`src/rtl/wct_pkg.sv`:
```
// ----------------------------------------------------------------------------
// wct_pkg: shared types and constants of the window correlation tracker
// Field widths, register codes, filter gains and the sequencer states.
// ----------------------------------------------------------------------------
package wct_pkg;

	// Field widths
	localparam int MAG_W   = 17;
	localparam int ACC_W   = 16;
	localparam int COEF_W  = 16;
	localparam int THR_W   = 15;
	localparam int CFG_W   = 17;
	localparam int WIN_W   = 7;
	localparam int IDX_W   = 2;
	localparam int IN_W    = 72;
	localparam int OUT_W   = 40;
	localparam int WIDE_W  = 64;
	localparam int ROOT_W  = 32;
	localparam int MUL_W   = 32;

	// Default window length
	localparam int WINDOW_SAMPLES_DEF = 64;

	// Register indexes
	localparam logic [IDX_W-1:0] REG_COEF_THRESHOLD = 2'd0;
	localparam logic [IDX_W-1:0] REG_SIG_LEVEL      = 2'd1;
	localparam logic [IDX_W-1:0] REG_WINDOW_FROM    = 2'd2;
	localparam logic [IDX_W-1:0] REG_WINDOW_TO      = 2'd3;

	// Register reset values
	localparam logic [THR_W-1:0] COEF_THRESHOLD_RST = 15'd26214;
	localparam logic [MAG_W-1:0] SIG_LEVEL_RST      = 17'd0;
	localparam logic [WIN_W-1:0] WINDOW_FROM_RST    = 7'd0;
	localparam logic [WIN_W-1:0] WINDOW_TO_RST      = 7'd32;

	// Filter gains in Q1.15: 0.10 rising, 0.01 falling
	localparam logic [MUL_W-1:0] GAIN_UP = 32'd3277;
	localparam logic [MUL_W-1:0] GAIN_DN = 32'd328;

	// Input opcodes
	localparam logic OP_PUSH = 1'b0;
	localparam logic OP_LOAD = 1'b1;

	// Sequencer states
	typedef enum logic [4:0] {
		ST_IDLE,
		ST_SQ_X,
		ST_SQ_Y,
		ST_SQ_Z,
		ST_SQ_SUM,
		ST_MAG_ROOT,
		ST_LOAD,
		ST_COR_RD,
		ST_COR_AA,
		ST_COR_BB,
		ST_COR_AB,
		ST_COR_ACC,
		ST_VAR_LO,
		ST_VAR_HI,
		ST_VAR_SQ,
		ST_VAR_FIN,
		ST_VAR_CHK,
		ST_NORM,
		ST_ROOT,
		ST_DEN,
		ST_SHIFT,
		ST_CMP,
		ST_DIV,
		ST_FILT_MUL,
		ST_FILT_ADD,
		ST_SCAN_INIT,
		ST_SCAN_RD,
		ST_SCAN_CHK,
		ST_DONE
	} state_t;

endpackage

```
`src/rtl/wct_isqrt.sv`:
```
// ----------------------------------------------------------------------------
// wct_isqrt: iterative integer square root
// Floor root of a 64-bit value, one result bit per cycle.
// ----------------------------------------------------------------------------
module wct_isqrt (
	input  logic                         clk,
	input  logic                         arst_n,
	input  logic                         start,
	input  logic [wct_pkg::WIDE_W-1:0]   value,
	output logic                         done,
	output logic [wct_pkg::ROOT_W-1:0]   root
);
	import wct_pkg::*;

	logic [WIDE_W-1:0] v_q;
	logic [WIDE_W-1:0] r_q;
	logic [WIDE_W-1:0] b_q;
	logic              busy_q;
	logic              done_q;
	logic [WIDE_W-1:0] trial;

	// Trial subtrahend of the current step
	assign trial = r_q + b_q;

	// Control flags
	always_ff @(posedge clk or negedge arst_n) begin
		if (!arst_n) begin
			busy_q <= 1'b0;
			done_q <= 1'b0;
		end else begin
			done_q <= 1'b0;
			if (start) begin
				busy_q <= 1'b1;
			end else if (busy_q && b_q == WIDE_W'(1)) begin
				busy_q <= 1'b0;
				done_q <= 1'b1;
			end
		end
	end

	// One root bit per cycle
	always_ff @(posedge clk) begin
		if (start) begin
			v_q <= value;
			r_q <= '0;
			b_q <= WIDE_W'(1) << (WIDE_W - 2);
		end else if (busy_q) begin
			if (v_q >= trial) begin
				v_q <= v_q - trial;
				r_q <= (r_q >> 1) + b_q;
			end else begin
				r_q <= r_q >> 1;
			end
			b_q <= b_q >> 2;
		end
	end

	assign done = done_q;
	assign root = r_q[ROOT_W-1:0];

endmodule

```
`config.mk`:
```
export PLATFORM = sky130hd
export DESIGN_NAME = wct_isqrt
export DESIGN_NICKNAME = d
export VERILOG_FILES = /design/src/rtl/wct_pkg.sv /design/src/rtl/wct_isqrt.sv
export SDC_FILE = /design/constraint.sdc
export NUM_CORES = 1
export LEC_CHECK = 0
export ABC_AREA = 1
export BUFFER_PORTS_ARGS = -buffer_cell sky130_fd_sc_hd__buf_4
export CELL_PAD_IN_SITES_DETAIL_PLACEMENT = 1
export CELL_PAD_IN_SITES_GLOBAL_PLACEMENT = 2
export CORE_MARGIN = 2
export CORE_UTILIZATION = 33
export DETAILED_ROUTE_END_ITERATION = 12
export PLACE_DENSITY = 0.93
export SLEW_MARGIN = 10
export SYNTH_ARGS = -nofsm -noshare
export SYNTH_HDL_FRONTEND = slang
export SYNTH_SLANG_ARGS = --single-unit
```
`constraint.sdc`:
```
create_clock -name clk -period 6.1 [get_ports clk]
set_input_delay 0.305 -clock clk [delete_from_list [all_inputs] [get_ports clk]]
set_output_delay 0.305 -clock clk [all_outputs]
set_load 0.005 [all_outputs]
```
==> summary.md <==
| Metric | Value |
|---|---|
| CTS H-tree lvls | 4 |
| Post-synthesis register bit count | 162 |
| Initial DRT Pass Iterations | 7 |
| Wire length per cell | 20.3 um |
| Finished Layout Cells | 4406 |
| Static leakage | 10.2 nW |
| Final Hold Vio Count | 0 |
| Synthesized area per cell | 5.63 um^2 |
| Number of remaining DRC errors | 0 |
| Sum of negative setup slack | 0 ns |
| Cells on worst reg2reg path | 20 |
| Antenna violations before repair | 0 |
| ANT cells | 0 |
| Synth Warn # | 0 |
| IO Port Bufs | 99 |
| Clock skew | 0.0163 ns |
| Setup crit end | v_q[11]$_DFFE_PP_ |
| Minimum clock period | 5.67 ns |
| Post-synth ARST share | 1.23% |
| Core ar. | 0.0605 mm^2 |
| Layout Nets | 3810 |
| Worst-Skew Late Latency | 0.51 ns |
| Slew of the pin with the lowest slew margin | 1.17 ns |
| Via/cell ratio | 5.33 |
| MaxCap Viol Count | 0 |
| Hpwl dp | 74.1 mm |
| Switch share | 55.8% |
| Hold Crit Start | value[34] |
| Layout fillers | 8383 |
| Worst EP arrival | 5.88 ns |
| First-pass GRT wire length | 136 mm |
| Vias in the first global route | 23569 |
| Most frequent cells in the layout | nand2_1 (1208), inv_1 (490), nor2_1 (437) |
| Startpoint Class | register |
| Die Area | 0.0632 mm^2 |
| Total CTS buffers | 17 |
| HP Class | primary input to register |
| Critical path origin | r_q[30]$_SDFFE_PP0P_ |
| Primary FF master, synth | dfxtp_1 |
| CTS max path bufs | 2 |
| Worst-path clk slew | 0.08 ns |
| Chip Height | 251 um |
| Share of layout cells above drive strength 1 | 5.66% |
| Clock Sinks | 162 |
| Sequential power share | 19.9% |
| Relative slew slack | 21.1% |
| Drt total wl | 89.4 mm |
| Largest net degree at the start of global routing | 89 |
| Worst-path fanout max | 29 |
| RSZ-0062 raised after global routing | false |
| Antenna Nets Post-Route | 0 |
| Remaining Overflow, GRT | 0 |
| Post-synthesis net count | 3782 |
| Gate power share | 69.1% |
| Final Wtd Congestion | 0.987 |
| Mapped Area | 0.0202 mm^2 |
| Placed cell count | 4374 |
| R2r endpoint | v_q[11]$_DFFE_PP_ |
| Tcrit/Tclk final | 93.0% |
| Setup violations, final | 0 |
| Starting density of the core | 33.4% |
| Die Span X | 251 um |
| VDD IR-drop max | 0.459 mV |
| Crit path required time | 6.31 ns |
| Fmax | 176 MHz |
| Syn Inst Count | 3584 |
| I/O pins | 100 |
| R2r startpoint | r_q[30]$_SDFFE_PP0P_ |
| Post-synth EDFFs | 64 |
| Clock Tree Root | clkbuf_16 |
| CP Capture Type | register |
| GRT Total Usage | 28.3% |
| Power Density | 472 mW/mm^2 |
| Initial DRC count | 1683 |
| Synth unique cells | 49 |
| Status | finished, final reports clean |
| Leading cell type in the layout, fill and taps excluded | nand2_1 |
| Synth-to-Final Area Change | 9.36% |
| Clock Power Share | 11.0% |
| Seq/Total Area, Yosys | 19.3% |
| Row count | 90 |
| CTS tree | yes |
| Max Slew Vio Count | 0 |
| Pint | 4.60 mW |
| Net switching power | 5.82 mW |
| Worst reg-to-reg setup slack | 0.43 ns |
| Vias | 23477 |
| Critical path class | register to register |
==> sequential cells by signal, summed over array words and instances, names as in the netlist <==
name / cells
busy_q: 1
done: 1
b_q: 32
v_q: 64
r_q: 64
==> Yosys cell counts (2+ instances only) <==
master	number	area, um^2
nand3b_1	28	210
o21a_1	4	30.0
nor3_1	42	210
buf_6	5	56.3
a211oi_1	6	45.0
o21bai_1	28	210
dfrtp_1	2	50.1
buf_2	31	155
a31oi_1	16	100
nand4_1	32	200
a21oi_1	210	1050
nand2_4	2	22.5
or2_2	15	93.8
a21o_1	16	120
o21ai_1	12	60.1
xnor2_1	46	403
dfxtp_1	96	1920
buf_4	37	278
ha_1	130	1630
edfxtp_1	64	1920
and2_1	4	25.0
inv_1	490	1840
nor2_4	2	22.5
clkbuf_1	39	146
nor4_1	12	75.1
nor2_1	437	1640
xor2_1	54	473
nand3_1	305	1530
nand2_1	1209	4540
buf_1	8	30.0
inv_2	5	18.8
o211ai_1	2	15.0
a21boi_0	3	22.5
nand2_2	7	43.8
nor2_2	9	56.3
o21ai_0	163	816
==> area by class of cell <==
class,instances,area (um^2),area share (%)
Sequential cell,162,3890,17.6
Inverter,495,1860,8.41
Multi-Input combinational cell,2807,13800,62.4
Tap cell,782,978,4.43
Timing Repair Buffer,129,996,4.51
Clock inverter,10,95.1,0.431
Clock buffer,21,483,2.19
==> worst min path at each step <==
stage / slack [ns] / cells after the start / end
after global routing: 0.07 / 3 / v_q[13]$_DFFE_PP_
after global placement: 0.09 / 1 / done$_DFF_PN0_
after detailed placement: 0.09 / 1 / done$_DFF_PN0_
after CTS: 0.04 / 3 / v_q[34]$_DFFE_PP_
final: 0.07 / 3 / v_q[34]$_DFFE_PP_
after floorplan: 0.009 / 0 / busy_q$_DFFE_PN0P_
==> kinds of logic (layout without fill, tap and decap cells) <==
group / count (synthesis) / in the layout / synth area share (%)
AND/OR/NAND/NOR: 2108 / 2108 / 43.1
buffers and inverters: 615 / 655 / 12.5
adder cells (fa/ha/maj): 131 / 131 / 8.15
XOR/XNOR: 100 / 100 / 4.34
flip-flops: 162 / 162 / 19.3
AO/OA/AOI/OAI: 468 / 468 / 12.6
==> stage by stage <==
step                power [mW]  setup slack, ns  cell area, um^2  utilization, %  hold slack (ns)
floorplan                 6.91             1.14            20200               -          0.00941
global placement          8.98            0.871            21500            35.5           0.0895
detailed placement        9.10            0.628            21500            35.5           0.0906
CTS                       10.3            0.611            22100            36.5           0.0402
global route              11.3           0.0961            22100            36.5           0.0666
finish                    10.4            0.428            22100            36.5           0.0673
==> per-layer routing <==
layer  vias up  global-route usage [%]  part of all wire [%]  wire [um]
met5         -                       0                     0          0
met4         0                    11.0                   3.8       3350
met3       130                    2.93                   4.8       4260
met2       645                    46.7                    46      41100
met1     11235                    37.9                    45      40600
li1      11467                       -                     -          -
==> critical path: stages (launching register included) <==
cell and delay, ns:
dfxtp_1 0.60, ha_1 0.33, nand2_1 0.15, o21ai_0 0.43, nand2_1 0.17, o21ai_0 0.41, a21oi_1 0.20, o21ai_0 0.29
a21oi_1 0.10, nand3b_1 0.11, nand2_1 0.08, ha_1 0.41, nand2_1 0.15, nor3_2 0.23, nand2_1 0.18, nor2_1 0.24
a21oi_4 0.10, nand2_4 0.07, nand2_2 0.25, nand2_2 0.56, buf_12 0.27
==> power by group through the flow <==
stage | Combinational [mW] | Clock, mW | Sequential [mW]
6_report | 7.20 | 1.14 | 2.07
5_1_grt | 7.99 | 1.19 | 2.10
4_1_cts | 7.10 | 1.16 | 2.05
3_5_place_dp | 7.03 | 0 | 2.07
3_3_place_gp | 6.92 | 0 | 2.06
2_1_floorplan | 5.06 | 0 | 1.84
==> what timing repair did <==
action | CTS | global route
hold buffers | 1 | 0
endpoints found under the hold margin | 2 | 0
buffers inserted | 0 | 0
gates resized for setup | 0 | 0
No activity file was read; power rests on OpenSTA's default activity.
